--- src/hdl/pfe_pkg.sv ---
`default_nettype none

package pfe_pkg;

    localparam int unsigned SIDE    = 5;
    localparam int unsigned CELLS   = SIDE * SIDE;
    localparam int unsigned LETTERS = 26;

    typedef logic [4:0] letter_t;
    typedef logic [4:0] cell_t;
    typedef logic [2:0] coord_t;

    localparam letter_t LETTER_I = 5'd8;
    localparam letter_t LETTER_J = 5'd9;
    localparam letter_t LETTER_X = 5'd23;
    localparam letter_t LETTER_Z = 5'd25;
    localparam letter_t LAST_LETTER = 5'(LETTERS - 1);
    localparam cell_t   NUM_CELLS   = 5'(CELLS);

    typedef enum logic [1:0] {
        OP_KEY     = 2'd0,
        OP_KEY_END = 2'd1,
        OP_TEXT    = 2'd2,
        OP_END     = 2'd3
    } op_t;

    // Source of the second letter of a pair.
    typedef enum logic [1:0] {
        B_INPUT,
        B_X,
        B_Z
    } bsel_t;

    typedef enum logic [2:0] {
        ST_IDLE,
        ST_DECODE,
        ST_FILL,
        ST_POS_A,
        ST_POS_B,
        ST_EMIT_A,
        ST_EMIT_B
    } ctrl_state_t;

    typedef struct packed {
        logic  capture;
        logic  place_input;
        logic  fill_start;
        logic  fill_step;
        logic  pair_load;
        bsel_t b_sel;
        logic  held_set;
        logic  held_clear;
        logic  pos_a;
        logic  pos_b;
        logic  emit_a;
        logic  emit_b;
    } cmd_t;

    typedef struct packed {
        op_t  op;
        logic is_letter;
        logic held_valid;
        logic held_match;
        logic fill_done;
        logic out_free;
    } status_t;

    function automatic coord_t row_of(input cell_t c);
        coord_t r;
        if (c >= 5'd20) begin
            r = 3'd4;
        end else if (c >= 5'd15) begin
            r = 3'd3;
        end else if (c >= 5'd10) begin
            r = 3'd2;
        end else if (c >= 5'd5) begin
            r = 3'd1;
        end else begin
            r = 3'd0;
        end
        return r;
    endfunction

    function automatic coord_t col_of(input cell_t c);
        coord_t r;
        cell_t  base;
        r    = row_of(c);
        base = cell_t'({2'b00, r} << 2) + cell_t'({2'b00, r});
        return coord_t'(c - base);
    endfunction

    function automatic cell_t cell_at(input coord_t r, input coord_t c);
        return cell_t'({2'b00, r} << 2) + cell_t'({2'b00, r}) + cell_t'({2'b00, c});
    endfunction

    function automatic coord_t next_mod5(input coord_t v);
        return (v == 3'd4) ? 3'd0 : coord_t'(v + 3'd1);
    endfunction

    // Returns {is_letter, index}; the index is zero for a non-letter.
    function automatic logic [5:0] ascii_index(input logic [7:0] b);
        logic [5:0] r;
        if (b >= 8'h61 && b <= 8'h7A) begin
            r = {1'b1, 5'(b - 8'h61)};
        end else if (b >= 8'h41 && b <= 8'h5A) begin
            r = {1'b1, 5'(b - 8'h41)};
        end else begin
            r = 6'd0;
        end
        return r;
    endfunction

endpackage

`default_nettype wire

--- src/hdl/playfair_encryptor_core.sv ---
`default_nettype none

// Channel  Ports                                  Moves
// s_       s_valid s_ready s_op s_letter          one request: key byte, key end, text, end
// m_       m_valid m_ready m_cipher_letter m_last one cipher letter, m_last on the second
//
// One request at a time. Key bytes, non-letters and single text letters go from idle through decode and back.
// Key end also runs the fill, which walks all 26 letters, one per cycle.
// A text pair takes two cell lookups, then two square reads that wait for a free output register.
// The output register lets the next request in while the last letter waits.
// Synchronous reset clears the key square, the position table and any open pair.

module playfair_encryptor_core (
    input  wire logic        aclk,
    input  wire logic        aresetn,
    input  wire logic        s_valid,
    output logic             s_ready,
    input  wire logic [1:0]  s_op,
    input  wire logic [7:0]  s_letter,
    output logic             m_valid,
    input  wire logic        m_ready,
    output logic [4:0]       m_cipher_letter,
    output logic             m_last
);

    pfe_pkg::cmd_t    cmd;
    pfe_pkg::status_t status;

    pfe_ctrl u_ctrl (
        .aclk    (aclk),
        .aresetn (aresetn),
        .s_valid (s_valid),
        .s_ready (s_ready),
        .status  (status),
        .cmd     (cmd)
    );

    pfe_datapath u_datapath (
        .aclk            (aclk),
        .aresetn         (aresetn),
        .s_op            (s_op),
        .s_letter        (s_letter),
        .m_ready         (m_ready),
        .cmd             (cmd),
        .status          (status),
        .m_valid         (m_valid),
        .m_cipher_letter (m_cipher_letter),
        .m_last          (m_last)
    );

endmodule

`default_nettype wire

--- src/hdl/pfe_datapath.sv ---
`default_nettype none

module pfe_datapath (
    input  wire logic            aclk,
    input  wire logic            aresetn,
    input  wire logic [1:0]      s_op,
    input  wire logic [7:0]      s_letter,
    input  wire logic            m_ready,
    input  wire pfe_pkg::cmd_t   cmd,
    output pfe_pkg::status_t     status,
    output logic                 m_valid,
    output logic [4:0]           m_cipher_letter,
    output logic                 m_last
);

    pfe_pkg::op_t     op_reg;
    pfe_pkg::letter_t idx_reg;
    logic             is_letter_reg;

    pfe_pkg::letter_t key_square_reg [pfe_pkg::CELLS];
    pfe_pkg::cell_t   position_reg   [pfe_pkg::LETTERS];
    logic [pfe_pkg::LETTERS-1:0] used_reg;
    pfe_pkg::cell_t   fill_count_reg;
    pfe_pkg::letter_t held_letter_reg;
    logic             held_valid_reg;
    pfe_pkg::letter_t walk_reg;

    pfe_pkg::letter_t a_reg;
    pfe_pkg::letter_t b_reg;
    pfe_pkg::cell_t   pa_reg;
    pfe_pkg::cell_t   pb_reg;

    logic             m_valid_reg;
    pfe_pkg::letter_t m_letter_reg;
    logic             m_last_reg;

    logic [5:0]       in_decoded;
    pfe_pkg::letter_t place_idx;
    logic             place_ok;
    pfe_pkg::letter_t lookup_idx;
    pfe_pkg::cell_t   lookup_cell;
    pfe_pkg::coord_t  r1, c1, r2, c2;
    pfe_pkg::cell_t   oa, ob, emit_addr;
    logic             out_free;

    assign in_decoded = pfe_pkg::ascii_index(s_letter);

    assign place_idx = cmd.fill_step ? walk_reg : idx_reg;
    assign place_ok  = (cmd.place_input || cmd.fill_step)
                       && (fill_count_reg < pfe_pkg::NUM_CELLS)
                       && !used_reg[place_idx];

    // i and j share a cell, so j is looked up as i.
    always_comb begin
        lookup_idx = cmd.pos_b ? b_reg : a_reg;
        if (lookup_idx == pfe_pkg::LETTER_J) begin
            lookup_idx = pfe_pkg::LETTER_I;
        end
    end
    assign lookup_cell = position_reg[lookup_idx];

    assign r1 = pfe_pkg::row_of(pa_reg);
    assign c1 = pfe_pkg::col_of(pa_reg);
    assign r2 = pfe_pkg::row_of(pb_reg);
    assign c2 = pfe_pkg::col_of(pb_reg);

    // A pair in one cell falls under the same-row rule, as it should.
    always_comb begin
        if (r1 == r2) begin
            oa = pfe_pkg::cell_at(r1, pfe_pkg::next_mod5(c1));
            ob = pfe_pkg::cell_at(r2, pfe_pkg::next_mod5(c2));
        end else if (c1 == c2) begin
            oa = pfe_pkg::cell_at(pfe_pkg::next_mod5(r1), c1);
            ob = pfe_pkg::cell_at(pfe_pkg::next_mod5(r2), c2);
        end else begin
            oa = pfe_pkg::cell_at(r1, c2);
            ob = pfe_pkg::cell_at(r2, c1);
        end
    end
    assign emit_addr = cmd.emit_b ? ob : oa;

    assign out_free = !m_valid_reg || m_ready;

    always_ff @(posedge aclk) begin
        if (!aresetn) begin
            for (int i = 0; i < pfe_pkg::CELLS; i++) begin
                key_square_reg[i] <= '0;
            end
            for (int i = 0; i < pfe_pkg::LETTERS; i++) begin
                position_reg[i] <= '0;
            end
            used_reg        <= pfe_pkg::LETTERS'(1) << pfe_pkg::LETTER_J;
            fill_count_reg  <= '0;
            held_letter_reg <= '0;
            held_valid_reg  <= 1'b0;
            walk_reg        <= '0;
            m_valid_reg     <= 1'b0;
        end else begin
            if (place_ok) begin
                key_square_reg[fill_count_reg] <= place_idx;
                position_reg[place_idx]        <= fill_count_reg;
                used_reg[place_idx]            <= 1'b1;
                fill_count_reg                 <= fill_count_reg + 5'd1;
            end
            if (cmd.fill_start) begin
                walk_reg <= '0;
            end else if (cmd.fill_step) begin
                walk_reg <= walk_reg + 5'd1;
            end
            if (cmd.held_set) begin
                held_letter_reg <= idx_reg;
                held_valid_reg  <= 1'b1;
            end else if (cmd.held_clear) begin
                held_valid_reg  <= 1'b0;
            end
            if (cmd.emit_a || cmd.emit_b) begin
                m_valid_reg <= 1'b1;
            end else if (m_ready) begin
                m_valid_reg <= 1'b0;
            end
        end
    end

    always_ff @(posedge aclk) begin
        if (cmd.capture) begin
            op_reg        <= pfe_pkg::op_t'(s_op);
            idx_reg       <= in_decoded[4:0];
            is_letter_reg <= in_decoded[5];
        end
        if (cmd.pair_load) begin
            a_reg <= held_letter_reg;
            unique case (cmd.b_sel)
                pfe_pkg::B_X: b_reg <= pfe_pkg::LETTER_X;
                pfe_pkg::B_Z: b_reg <= pfe_pkg::LETTER_Z;
                default:      b_reg <= idx_reg;
            endcase
        end
        if (cmd.pos_a) begin
            pa_reg <= lookup_cell;
        end
        if (cmd.pos_b) begin
            pb_reg <= lookup_cell;
        end
        if (cmd.emit_a || cmd.emit_b) begin
            m_letter_reg <= key_square_reg[emit_addr];
            m_last_reg   <= cmd.emit_b;
        end
    end

    assign status.op         = op_reg;
    assign status.is_letter  = is_letter_reg;
    assign status.held_valid = held_valid_reg;
    assign status.held_match = (held_letter_reg == idx_reg);
    assign status.fill_done  = (walk_reg == pfe_pkg::LAST_LETTER);
    assign status.out_free   = out_free;

    assign m_valid         = m_valid_reg;
    assign m_cipher_letter = m_letter_reg;
    assign m_last          = m_last_reg;

endmodule

`default_nettype wire

--- src/hdl/pfe_ctrl.sv ---
`default_nettype none

module pfe_ctrl (
    input  wire logic              aclk,
    input  wire logic              aresetn,
    input  wire logic              s_valid,
    output logic                   s_ready,
    input  wire pfe_pkg::status_t  status,
    output pfe_pkg::cmd_t          cmd
);

    pfe_pkg::ctrl_state_t state_reg;
    pfe_pkg::ctrl_state_t state_next;

    always_ff @(posedge aclk) begin
        if (!aresetn) begin
            state_reg <= pfe_pkg::ST_IDLE;
        end else begin
            state_reg <= state_next;
        end
    end

    always_comb begin
        state_next = state_reg;
        unique case (state_reg)
            pfe_pkg::ST_IDLE: begin
                if (s_valid) begin
                    state_next = pfe_pkg::ST_DECODE;
                end
            end
            pfe_pkg::ST_DECODE: begin
                unique case (status.op)
                    pfe_pkg::OP_KEY_END: state_next = pfe_pkg::ST_FILL;
                    pfe_pkg::OP_TEXT: begin
                        state_next = (status.is_letter && status.held_valid)
                                     ? pfe_pkg::ST_POS_A : pfe_pkg::ST_IDLE;
                    end
                    pfe_pkg::OP_END: begin
                        state_next = status.held_valid ? pfe_pkg::ST_POS_A
                                                       : pfe_pkg::ST_IDLE;
                    end
                    default: state_next = pfe_pkg::ST_IDLE;
                endcase
            end
            pfe_pkg::ST_FILL: begin
                if (status.fill_done) begin
                    state_next = pfe_pkg::ST_IDLE;
                end
            end
            pfe_pkg::ST_POS_A: state_next = pfe_pkg::ST_POS_B;
            pfe_pkg::ST_POS_B: state_next = pfe_pkg::ST_EMIT_A;
            pfe_pkg::ST_EMIT_A: begin
                if (status.out_free) begin
                    state_next = pfe_pkg::ST_EMIT_B;
                end
            end
            pfe_pkg::ST_EMIT_B: begin
                if (status.out_free) begin
                    state_next = pfe_pkg::ST_IDLE;
                end
            end
            default: state_next = pfe_pkg::ST_IDLE;
        endcase
    end

    always_comb begin
        cmd     = '0;
        s_ready = 1'b0;
        unique case (state_reg)
            pfe_pkg::ST_IDLE: begin
                s_ready     = 1'b1;
                cmd.capture = s_valid;
            end
            pfe_pkg::ST_DECODE: begin
                unique case (status.op)
                    pfe_pkg::OP_KEY: cmd.place_input = status.is_letter;
                    pfe_pkg::OP_KEY_END: cmd.fill_start = 1'b1;
                    pfe_pkg::OP_TEXT: begin
                        if (status.is_letter) begin
                            if (!status.held_valid) begin
                                cmd.held_set = 1'b1;
                            end else begin
                                // An equal pair takes x and keeps the letter held.
                                cmd.pair_load  = 1'b1;
                                cmd.b_sel      = status.held_match ? pfe_pkg::B_X
                                                                   : pfe_pkg::B_INPUT;
                                cmd.held_clear = !status.held_match;
                            end
                        end
                    end
                    default: begin
                        if (status.held_valid) begin
                            cmd.pair_load  = 1'b1;
                            cmd.b_sel      = pfe_pkg::B_Z;
                            cmd.held_clear = 1'b1;
                        end
                    end
                endcase
            end
            pfe_pkg::ST_FILL:   cmd.fill_step = 1'b1;
            pfe_pkg::ST_POS_A:  cmd.pos_a = 1'b1;
            pfe_pkg::ST_POS_B:  cmd.pos_b = 1'b1;
            pfe_pkg::ST_EMIT_A: cmd.emit_a = status.out_free;
            pfe_pkg::ST_EMIT_B: cmd.emit_b = status.out_free;
            default: begin
                cmd     = '0;
                s_ready = 1'b0;
            end
        endcase
    end

endmodule

`default_nettype wire
--- config.mk ---
export PLATFORM = sky130hd
export DESIGN_NAME = playfair_encryptor_core
export DESIGN_NICKNAME = d
export VERILOG_FILES = /design/src/hdl/pfe_pkg.sv /design/src/hdl/playfair_encryptor_core.sv /design/src/hdl/pfe_datapath.sv /design/src/hdl/pfe_ctrl.sv
export SDC_FILE = /design/constraint.sdc
export NUM_CORES = 1
export LEC_CHECK = 0
export BUFFER_PORTS_ARGS = -buffer_cell sky130_fd_sc_hd__buf_2
export CAP_MARGIN = 25
export CORE_UTILIZATION = 45
export DETAILED_ROUTE_END_ITERATION = 8
export GPL_TIMING_DRIVEN = 0
export PLACE_DENSITY = 0.65
export RECOVER_POWER = 50
export SLEW_MARGIN = 10
export SYNTH_ARGS = -nofsm -noshare
export SYNTH_HDL_FRONTEND = slang
export SYNTH_SLANG_ARGS = --single-unit
--- constraint.sdc ---
create_clock -name aclk -period 14.4 [get_ports aclk]
set_clock_uncertainty 0.05 [all_clocks]
set_input_delay 2.88 -clock aclk [delete_from_list [all_inputs] [get_ports aclk]]
set_output_delay 2.88 -clock aclk [all_outputs]
set_load 0.02 [all_outputs]
# After elaboration in Yosys (flattened, before gate mapping)
# Memories as Yosys holds them, arrays and structs flattened. A register that Yosys moved wholly into a read port is not among the register bits.
# Index checks and enable logic that the tools add are counted.
[op_classes] n_addsub=20 n_lt_le_gt_ge=15 eq_ne=24 muxes=70 bitwise_logic=2 n_reduce_logical=21
[ops] op="5-bit two-way mux" n=15
[ops] op="5-bit by 3-bit adder with 5-bit output" n=10
[ops] op="3-bit two-way mux" n=16
[ops] op="1-bit two-way mux" n=28
[ops] op="26-bit OR" n=1
[ops] op="3-bit equality test (second input constant)" n=7
[ops] op="3-bit case mux with 7 select lines" n=1
[ops] op="5-bit by 4-bit >= comparator with 1-bit output (second input constant)" n=4
[ops] op="8-bit by 7-bit >= comparator with 1-bit output (second input constant)" n=2
[ops] op="8-bit by 7-bit less-or-equal comparator with 1-bit output (second input constant)" n=2
[ops] op="3-bit by 1-bit adder with 3-bit output (second input constant)" n=4
[ops] op="5-bit by 1-bit adder with 5-bit output (second input constant)" n=2
[ops] op="5-bit by 3-bit >= comparator with 1-bit output (second input constant)" n=2
[ops] op="5-bit >= comparator (second input constant)" n=2
[ops] op="5-bit case mux with 2 select lines" n=1
[ops] op="5-bit OR reduction" n=2
[ops] op="5-bit by 1-bit subtractor with 5-bit output (second input constant)" n=2
[ops] op="3-bit case mux with 3 select lines" n=1
[ops] op="2-bit equality test (second input constant)" n=3
[ops] op="3-bit by 2-bit equality test with 1-bit output (second input constant)" n=2
[ops] op="3-bit equality test" n=2
[ops] op="1-bit logical AND" n=6
[ops] op="5-bit by 6-bit < comparator with 1-bit output (second input constant)" n=1
[ops] op="2-bit two-way mux" n=3
[ops] op="other kinds (23)" n=33
[totals] ff_bits=75 ramBits=255 output_inout_bits=8 wordCells=169 memories=2
[mem_list] name="u_datapath.position_reg" words=26 width=5 read_ports=1 rd_clocked_by_memory_dff=0 wr=26 line="pfe_datapath.sv:21" text="pfe_pkg::cell_t position_reg [pfe_pkg::LETTERS];"
[mem_list] name="u_datapath.key_square_reg" words=25 width=5 read_ports=1 rd_clocked_by_memory_dff=1 wr=25 line="pfe_datapath.sv:20" text="pfe_pkg::letter_t key_square_reg [pfe_pkg::CELLS];"

# Depth between registers and ports, before layout
# Gate-level depths: netlist (run 1).
[logic_depth] depth_word=12 depth_mapped=24

# Modules after synthesis
# From an unflattened synthesis (run 1), not the netlist that was laid out.
[hier_totals] cells_unflattened=1771 area_unflattened_um2=19648.8
[modules_own_cells] mod="pfe_datapath" n_inst=1 cells_per_inst=1727 area_each_um2=19299.8
[modules_own_cells] mod="pfe_ctrl" n_inst=1 cells_per_inst=44 area_each_um2=349.1

# Worst setup path before layout (run 1)
# OpenSTA, ideal clock, no wires.
[synth_path] path_kind="register to register" from="register u_datapath.pb_reg[1]" to="register u_datapath.m_letter_reg[0], in the netlist u_datapath.m_cipher_letter[0], read port of u_datapath.key_square_reg (data pin)" setup_time_ns=0.260 t_arrival_ns=4.897 required_ns=14.090 setup_slack_ns=9.193 path_stages_with_launch=24 synth_period_minus_slack_ns=5.207 cell_sequence="edfxtp_1 nor2b_1 o21ai_0 a221oi_2 inv_1 and2_1 ha_1 inv_1 fa_1 nor2_1 a221o_1 nor3b_2 fa_1 ha_1 a21o_1 a21o_1 and3_1 o21ai_0 a32oi_1 o22ai_1 nor2b_1 nand2_1 o22ai_1 nor4_1"
[synth_via] elab_chain_cells=12 word_cells_on_any_way=28
[synth_rtl] item="start, declared" line="pfe_datapath.sv:31" text="pfe_pkg::cell_t pb_reg;"
[synth_rtl] item="start signal, assigned" line="pfe_datapath.sv:142" text="pb_reg <= lookup_cell;"
[synth_rtl] item="5-bit by 3-bit >= comparator with 1-bit output" line="pfe_pkg.sv:76" text="end else if (c >= 5'd5) begin"
[synth_rtl] item="1-bit two-way mux" line="pfe_pkg.sv:76"
[synth_rtl] item="3-bit two-way mux" line="pfe_pkg.sv:74" text="end else if (c >= 5'd10) begin"
[synth_rtl] item="3-bit two-way mux" line="pfe_pkg.sv:72" text="end else if (c >= 5'd15) begin"
[synth_rtl] item="3-bit two-way mux" line="pfe_pkg.sv:70" text="if (c >= 5'd20) begin"
[synth_rtl] item="5-bit by 3-bit adder with 5-bit output, or another cell as far along" line="pfe_pkg.sv:88" text="base = cell_t'({2'b00, r} << 2) + cell_t'({2'b00, r});"
[synth_rtl] item="3-bit subtractor / 3-bit two-way mux (equally long branches)" line="pfe_pkg.sv:89, pfe_pkg.sv:97"
[synth_rtl] item="3-bit by 1-bit adder with 3-bit output, or another cell as far along" line="pfe_pkg.sv:97" text="return (v == 3'd4) ? 3'd0 : coord_t'(v + 3'd1);"
[synth_rtl] item="3-bit two-way mux / 5-bit by 3-bit adder with 5-bit output (equally long branches)" line="pfe_pkg.sv:97, pfe_pkg.sv:93"
[synth_rtl] item="5-bit by 3-bit adder with 5-bit output / 5-bit two-way mux (equally long branches)" line="pfe_pkg.sv:93, pfe_datapath.sv:72"
[synth_rtl] item="5-bit two-way mux" line="pfe_datapath.sv:69" text="if (r1 == r2) begin"
[synth_rtl] item="5-bit two-way mux (*)" line="pfe_datapath.sv:80" text="assign emit_addr = cmd.emit_b ? ob : oa;"
[synth_rtl] item="end, declared" line="pfe_datapath.sv:34" text="pfe_pkg::letter_t m_letter_reg;"
# Mark *: on every way between the ends. The rest lies on a longest branch, timed or not.
# A chain may end at the register's enable or synchronous reset.

# Worst setup path after layout (run 1)
[layout_path] from="register u_datapath.pb_reg[3]" to="register u_datapath.m_letter_reg[1], in the netlist u_datapath.m_cipher_letter[1], read port of u_datapath.key_square_reg (data pin)"
[layout_via] elab_chain_cells=12 word_cells_on_any_way=28
[layout_rtl] item="5-bit by 3-bit >= comparator with 1-bit output" line="pfe_pkg.sv:76"
[layout_rtl] item="1-bit two-way mux" line="pfe_pkg.sv:76"
[layout_rtl] item="3-bit two-way mux" line="pfe_pkg.sv:74"
[layout_rtl] item="3-bit two-way mux" line="pfe_pkg.sv:72"
[layout_rtl] item="3-bit two-way mux (*)" line="pfe_pkg.sv:70"
[layout_rtl] item="5-bit by 3-bit adder with 5-bit output, or another cell as far along" line="pfe_pkg.sv:88"
[layout_rtl] item="3-bit subtractor / 3-bit two-way mux (equally long branches)" line="pfe_pkg.sv:89, pfe_pkg.sv:97"
[layout_rtl] item="3-bit by 1-bit adder with 3-bit output, or another cell as far along" line="pfe_pkg.sv:97"
[layout_rtl] item="3-bit two-way mux / 5-bit by 3-bit adder with 5-bit output (equally long branches)" line="pfe_pkg.sv:97, pfe_pkg.sv:93"
[layout_rtl] item="5-bit by 3-bit adder with 5-bit output / 5-bit two-way mux (equally long branches)" line="pfe_pkg.sv:93, pfe_datapath.sv:72"
[layout_rtl] item="5-bit two-way mux" line="pfe_datapath.sv:69"
[layout_rtl] item="5-bit two-way mux (*)" line="pfe_datapath.sv:80"
# Marked as above.

==> flow_summary.json, run 1 <==
{
  "status": "finished, final reports clean",
  "hold_viol": 0,
  "clkSinkCount": 400,
  "setup_viol": 0,
  "clk_pin_slew_ns": 0.06,
  "yosys.area_share.simple_pct": 15.6,
  "yosysTopAreaCellShare_pct": 53.7,
  "synth_xor_area_share_pct": 1.24,
  "fin_hold_ws_ns": 0.406,
  "antenna_found_initial": 0,
  "synth_area_um2": 19800,
  "hp-class": "flip-flop to flip-flop",
  "place_ws_ns": 7.45,
  "antenna_cells": 0,
  "wire_per_inst_um": 20.6,
  "grt_pass1_wl_mm": 75.5,
  "drt_iter0_drc": 1236,
  "async_flop_share_pct": 0,
  "ff_latch_area_um2": 11600,
  "cts_resized": 0,
  "rsz0062_at_grt": "false",
  "synth_edf_count": 354,
  "power_density_nw_per_um2": 115,
  "cts_hold_buf": 0,
  "synth_mux_area_share_pct": 8.05,
  "setup_ws_ns": 7.69,
  "overflow": 0,
  "synth_area_per_cell_um2": 11.5,
  "min_from": "u_datapath.used_reg[9]",
  "synth_top_family_by_area": "simple AND/OR/NAND/NOR gates",
  "dpl.hpwl_mm": 36.1,
  "drv_cap": 0,
  "slew_headroom_pct": 31.5,
  "grt_use_total_pct": 22.5,
  "cp.arrival_ns": 6.93,
  "io_buffers": 20,
  "cp.required_ns": 14.61,
  "cts_tree": "built",
  "cts_setup_buffers": 0,
  "clk_latency_ns": 0.56,
  "fillers": 3784,
  "crit_type": "flip-flop to flip-flop",
  "finalWeightedCongestion": 0.957,
  "coreArea_um2": 43300,
  "finalMaxSlewViolations": 0,
  "first_pass_iters": 5,
  "drive_above_1_share_pct": 6.20,
  "synth-seq-area-share_pct": 58.3,
  "r2r_slack_ns": 7.69,
  "crit_fanout": 8,
  "ys_warn_count": 0,
  "cts_inserted_buffers": 41,
  "wirelength_mm": 49.8,
  "cp-start-kind": "flip-flop",
  "yosys.cell_types.count": 81,
  "min_period_ns": 6.71,
  "die_w_um": 212,
  "vdd_ir_drop_max_mv": 0.104,
  "ant_nets": 0,
  "vias": 13600,
  "syn_to_final_growth_pct": 10.8,
  "io_pins": 22,
  "fin_setup_tns_ns": 0,
  "synth_top_flop_cell": "edfxtp_1",
  "leakage_nw": 8.34,
  "row_count": 76,
  "grt_pass1_vias": 13400,
  "grt_max_degree": 17,
  "vias_per_cell": 5.63,
  "fmax_ghz": 0.149,
  "holdPathStages": 2,
  "min_to": "u_datapath.used_reg[9]",
  "cts_root_buffer": "clkbuf_16",
  "multi_input_area_um2": 7590,
  "reg2regPathDepth": 23,
  "worst_pin_slew_ns": 1.02,
  "yosys.area.top_type": "edfxtp_1",
  "synth-seq-cells": 400,
  "cp-end-kind": "flip-flop",
  "die_area_um2": 44800,
  "r2r-end": "u_datapath.m_cipher_letter[1]",
  "synth_compound_area_share_pct": 9.79,
  "cts_buffer_depth": 3,
  "r2r-start": "u_datapath.pb_reg[3]",
  "initial_core_util_pct": 45.8,
  "fin_crit_sh_pct": 46.6,
  "postSynthCellCount": 1722,
  "setup.worst_path.start": "u_datapath.pb_reg[3]",
  "h-tree-depth": 2,
  "drc": 0,
  "fin_nets": 1872,
  "synthAdderAreaFrac_pct": 3.65,
  "die_h_um": 212,
  "synth.area.top_cells": "edfxtp_1 (54%), mux2i_1 (7.1%), dfxtp_1 (4.7%)"
}
[cell families after synthesis]
| group | after synthesis |
|---|---|
| buffers and inverters | 159 |
| other | 1 |
| DFF | 400 |
| AOI/OAI and AO/OA | 279 |
| and+or+nand+nor | 652 |
| xor gates and xnor gates | 28 |
| adders and majority gates | 52 |
| muxes | 151 |
[report_power, final]
part / switching, mW / internal, mW
clock: 0.437 / 0.616
combinational: 0.114 / 0.0457
sequential: 0.0126 / 1.29
total: 0.564 / 1.95
[worst max-delay path: stages (launching register included)]
cell and delay, ns:
edfxtp_1 0.45, nor2b_1 0.26, o21ai_0 0.14, a221oi_2 0.53
inv_1 0.18, and2_1 0.26, ha_1 0.20, inv_1 0.06
fa_1 0.21, nor2_1 0.07, a221o_1 0.35, nor3b_2 0.56
fa_1 0.53, ha_1 0.31, a21o_1 0.15, a21o_1 0.18
and3_1 0.17, o21ai_0 0.08, a32oi_1 0.16, o22ai_1 0.47
nor2b_1 0.30, nand2_1 0.19, o22ai_1 0.43, nor4_1 0.13
[metrics by stage]
step	util, %	power [mW]	instances	cell area [um2]
2_1_floorplan	-	1.43	1741	19900
3_3_place_gp	47.8	1.49	2346	20700
3_5_place_dp	47.9	1.49	2348	20700
4_1_cts	50.9	2.53	2422	22000
5_1_grt	50.7	2.59	2423	21900
6_report	50.7	2.52	2423	21900
[final cells by class]
| type | instances | share of cell area, % |
|---|---|---|
| Timing Repair Buffer | 23 | 0.491 |
| Clock inverter | 22 | 0.924 |
| Clock buffer | 52 | 5.06 |
| Buffer | 112 | 2.11 |
| Sequential cell | 400 | 52.7 |
| Inverter | 47 | 0.804 |
| Multi-Input combinational cell | 1182 | 34.6 |
| Tap cell | 585 | 3.34 |
[Yosys cell counts, drive strengths merged (32+ instances only)]
master and count:
nor3 64, nor2 211, clkbuf 76, mux2i 141, a21o 32, dfxtp 46, inv 44, o21ai 46
nand2 186, ha 41, buf 36, edfxtp 354, a211oi 61, and2 119
[worst max-delay path by stage]
stage	to	slack [ns]
5_1_grt	u_datapath.m_cipher_letter[1]	7.34
6_report	u_datapath.m_cipher_letter[1]	7.69
4_1_cts	u_datapath.m_cipher_letter[3]	7.46
3_3_place_gp	u_datapath.m_cipher_letter[3]	7.59
3_5_place_dp	u_datapath.m_cipher_letter[3]	7.45
2_1_floorplan	u_datapath.m_cipher_letter[0]	9.19
[routing by layer]
| metal | vias to the layer above | track usage, % | part of all wire (%) |
|---|---|---|---|
| met4 | 0 | 7.00 | 2.4 |
| met1 | 6580 | 30.9 | 42 |
| li1 | 6396 | - | - |
| met5 | - | 0 | 0 |
| met3 | 93 | 3.40 | 8.3 |
| met2 | 566 | 36.6 | 47 |
[cells in the final DEF (no fill, tap or decap), drive strengths merged, types with 11 or more instances in the layout]
cell / n
nor2: 211
a31oi: 25
conb: 20
a21oi: 28
mux2i: 141
xnor2: 18
nand2: 186
clkinv: 19
inv: 45
nor2b: 11
buf: 38
ha: 41
a21o: 32
a211oi: 61
nor3: 64
edfxtp: 354
and2: 119
clkbuf: 149
a311oi: 16
o22ai: 23
nand2b: 13
dfxtp: 46
o21ai: 46
(Power assumes the default switching activity.)
==> inputs of run 2 (changes only) <==
--- a/config.mk
+++ b/config.mk
@@ -5,6 +5,7 @@
 export SDC_FILE = /design/constraint.sdc
 export NUM_CORES = 1
 export LEC_CHECK = 0
+export ABC_AREA = 1
 export BUFFER_PORTS_ARGS = -buffer_cell sky130_fd_sc_hd__buf_2
 export CAP_MARGIN = 25
 export CORE_UTILIZATION = 45
==> constraint.sdc (replaced) <==
create_clock -name aclk -period 6.7 [get_ports aclk]
set_clock_uncertainty 0.05 [all_clocks]
set_input_delay 1.34 -clock aclk [delete_from_list [all_inputs] [get_ports aclk]]
set_output_delay 1.34 -clock aclk [all_outputs]
set_load 0.02 [all_outputs]
==> run 2 against run 1 <==
Largest cell class unchanged; first-iteration DRC count increased by 49%; register-to-register slack got worse by 6.9 ns; critical path depth decreased by 8; total power increased to 4.0 times the previous value; sequential share of layout area decreased by 1.0 points; utilization decreased by 0.20 points; via count increased by 18%; die area increased by 2.3%; global-route usage increased by 3.3 points; sequential power increased by 130%; clock power increased by 120%; the flow now finishes with violations (capacitance limit, slew limit).
==> flow_summary.json, run 2 <==
{
  "wire_per_inst_um": 21.0,
  "swShare_pct": 44.8,
  "seq_power_share_pct": 30.5,
  "synth-seq-area-share_pct": 57.0,
  "overflow": 0,
  "fin_cells": 2821,
  "clkPwrFrac_pct": 23.0,
  "antenna_found_initial": 1,
  "antenna_cells": 0,
  "gr-max-usage-layer": "met2",
  "fin_setup_tns_ns": 0,
  "die_area_um2": 45900,
  "power_frac_comb_pct": 46.5,
  "grt_util_met3_pct": 4.75,
  "mostFrequentLayoutCell": "edfxtp_1",
  "intPower_mw": 5.50,
  "grt_pass1_vias": 15400,
  "wirelength_mm": 59.3,
  "fin_crit_sh_pct": 88.7,
  "ys_warn_count": 0,
  "syn_to_final_growth_pct": 10.5,
  "synth_area_um2": 20300,
  "drv_cap": 3,
  "cts_inserted_buffers": 42,
  "yosys.area.top_type": "edfxtp_1",
  "row_count": 77,
  "die_h_um": 214,
  "h-tree-depth": 2,
  "met1_usage_pct": 34.5,
  "vdd_ir_drop_max_mv": 0.237,
  "synth_xor_area_share_pct": 0.995,
  "yosysTopAreaCellShare_pct": 52.5,
  "synth.most_common_cell": "edfxtp_1",
  "leakage_nw": 8.32,
  "cts_buffer_depth": 3,
  "cts_root_buffer": "clkbuf_16",
  "synth_top_family_by_area": "simple AND/OR/NAND/NOR gates",
  "die_w_um": 214,
  "fin_nets": 2264,
  "finalMaxSlewViolations": 34,
  "cts_tree": "built",
  "worst_pin_slew_ns": 1.84,
  "synth_edf_count": 354,
  "synth_compound_area_share_pct": 9.01,
  "final_cell_mix": "edfxtp_1 (354), nand2_1 (330), nor2_1 (221)",
  "io_pins": 22,
  "drt_iter0_drc": 1840,
  "min_period_ns": 5.95,
  "switching_power_mw": 4.46,
  "ant_nets": 0,
  "power_density_nw_per_um2": 445,
  "rsz0062_at_grt": "false",
  "io_buffers": 20,
  "synth.area.top_cells": "edfxtp_1 (52%), nand2_1 (6.1%), dfxtp_1 (4.5%)",
  "synthAdderAreaFrac_pct": 3.52,
  "fin_hold_ws_ns": 0.409,
  "hp-class": "flip-flop to flip-flop",
  "cts_hold_buf": 0,
  "grt_use_total_pct": 25.7,
  "hold_viol": 0,
  "async_flop_share_pct": 0,
  "dpl.hpwl_mm": 42.6,
  "status": "finished with violations",
  "grt_use_met2_pct": 40.9,
  "cp-end-kind": "flip-flop",
  "crit_type": "flip-flop to flip-flop",
  "synth-seq-cells": 400,
  "cp.required_ns": 6.83,
  "synth_top_flop_cell": "edfxtp_1",
  "crit_fanout": 13,
  "yosys.cell_types.count": 52,
  "drive_above_1_share_pct": 6.10,
  "r2r_slack_ns": 0.75,
  "initial_core_util_pct": 45.7,
  "finalWeightedCongestion": 0.963,
  "placed_cells": 2745,
  "clk_latency_ns": 0.57,
  "cts_setup_buffers": 0,
  "postSynthCellCount": 2113,
  "drc": 0,
  "cp.arrival_ns": 6.07,
  "vias_per_cell": 5.71,
  "clkSinkCount": 400,
  "cp-start-kind": "flip-flop",
  "violations": "capacitance limit, slew limit",
  "fmax_ghz": 0.168,
  "cts_resized": 0,
  "grt_pass1_wl_mm": 90.4,
  "yosys.area_share.simple_pct": 22.5,
  "coreArea_um2": 44300,
  "vias": 16100,
  "clk_pin_slew_ns": 0.07,
  "synth_area_per_cell_um2": 9.59,
  "first_pass_iters": 9,
  "synth_mux_area_share_pct": 0.0494,
  "grt_max_degree": 15,
  "synth_common_cells": "edfxtp_1 (354), nand2_1 (328), nor2_1 (220)",
  "slew_headroom_pct": -23.9,
  "setup_viol": 0
}
## run 2: cell types whose count changed in the layout (fill, tap and decap cells not counted), moves of 60 or more
| cell | change |
|---|---|
| nand2_1 | +145 |
| mux2i_1 | -140 |
| inv_1 | +131 |
| nor3_1 | +99 |
| and2_0 | -60 |
| nand3_1 | +176 |
| o21ai_0 | +134 |
## run 2: logic make-up after synthesis
group	Yosys count
flip-flops	400
buffers and inverters	339
adder cells (fa/ha/maj)	51
AND/OR/NAND/NOR	985
XOR/XNOR	23
AO/OA/AOI/OAI	313
other	1
multiplexers	1
## run 2: area by class of cell
class | count | area (um2)
fillers | 4119 | 21900
flip-flops and latches | 400 | 11600
multi-input cells | 1393 | 7340
clock buffers | 54 | 1150
well taps | 592 | 741
inverters | 187 | 706
plain buffers | 152 | 618
clock inverters | 20 | 176
repair buffers | 23 | 101
## run 2: worst max-delay path, stage by stage (launching register included)
cell and delay (ns):
dfxtp_1 0.38, inv_1 0.10, nor2_1 0.14, nand2_1 0.16, o21ai_0 1.42, inv_1 0.79
nand2_1 0.24, nor2_1 0.09, a211oi_1 0.27, nand3_1 0.11, nor2_1 0.10, nand2_1 0.26
nor2_8 0.27, nand2_1 0.17, clkbuf_1 0.31, o21ai_0 0.71
## run 2: power by group through the flow
stage	clock (mW)	combinational [mW]	sequential, mW
after floorplan	0	3.02	3.07
after global placement	0	4.46	3.09
after detailed placement	0	4.53	3.10
after CTS	2.30	4.56	3.04
after global routing	2.39	5.05	3.06
final	2.29	4.63	3.04
## run 2: through the flow
| stage | power (mW) | setup WS, ns | utilization (%) | cell area (um2) |
|---|---|---|---|---|
| finish | 9.97 | 0.755 | 50.5 | 22400 |
| global route | 10.5 | 0.271 | 50.5 | 22400 |
| CTS | 9.90 | 1.00 | 50.8 | 22500 |
| detailed placement | 7.63 | 1.02 | 47.8 | 21200 |
| global placement | 7.55 | 1.12 | 47.8 | 21200 |
| floorplan | 6.10 | 2.19 | - | 20300 |
## run 2: final timing paths
kind                           startpoint                              end  cells after the start
setup / recovery      u_ctrl.state_reg[1]  u_datapath.key_square_reg[4][4]                     15
hold / removal    u_datapath.used_reg[14]          u_datapath.used_reg[14]                      2
setup reg to reg      u_ctrl.state_reg[1]  u_datapath.key_square_reg[4][4]                     15
hold reg to reg   u_datapath.used_reg[14]          u_datapath.used_reg[14]                      2
## run 2: routing by layer
metal | part of all wire [%] | wire length (um) | up-vias
met2 | 45 | 26600 | 813
met1 | 42 | 25000 | 7626
li1 | - | - | 7490
met3 | 8.4 | 4990 | 165
met4 | 4.4 | 2610 | 2
met5 | 0.022 | 13 | -
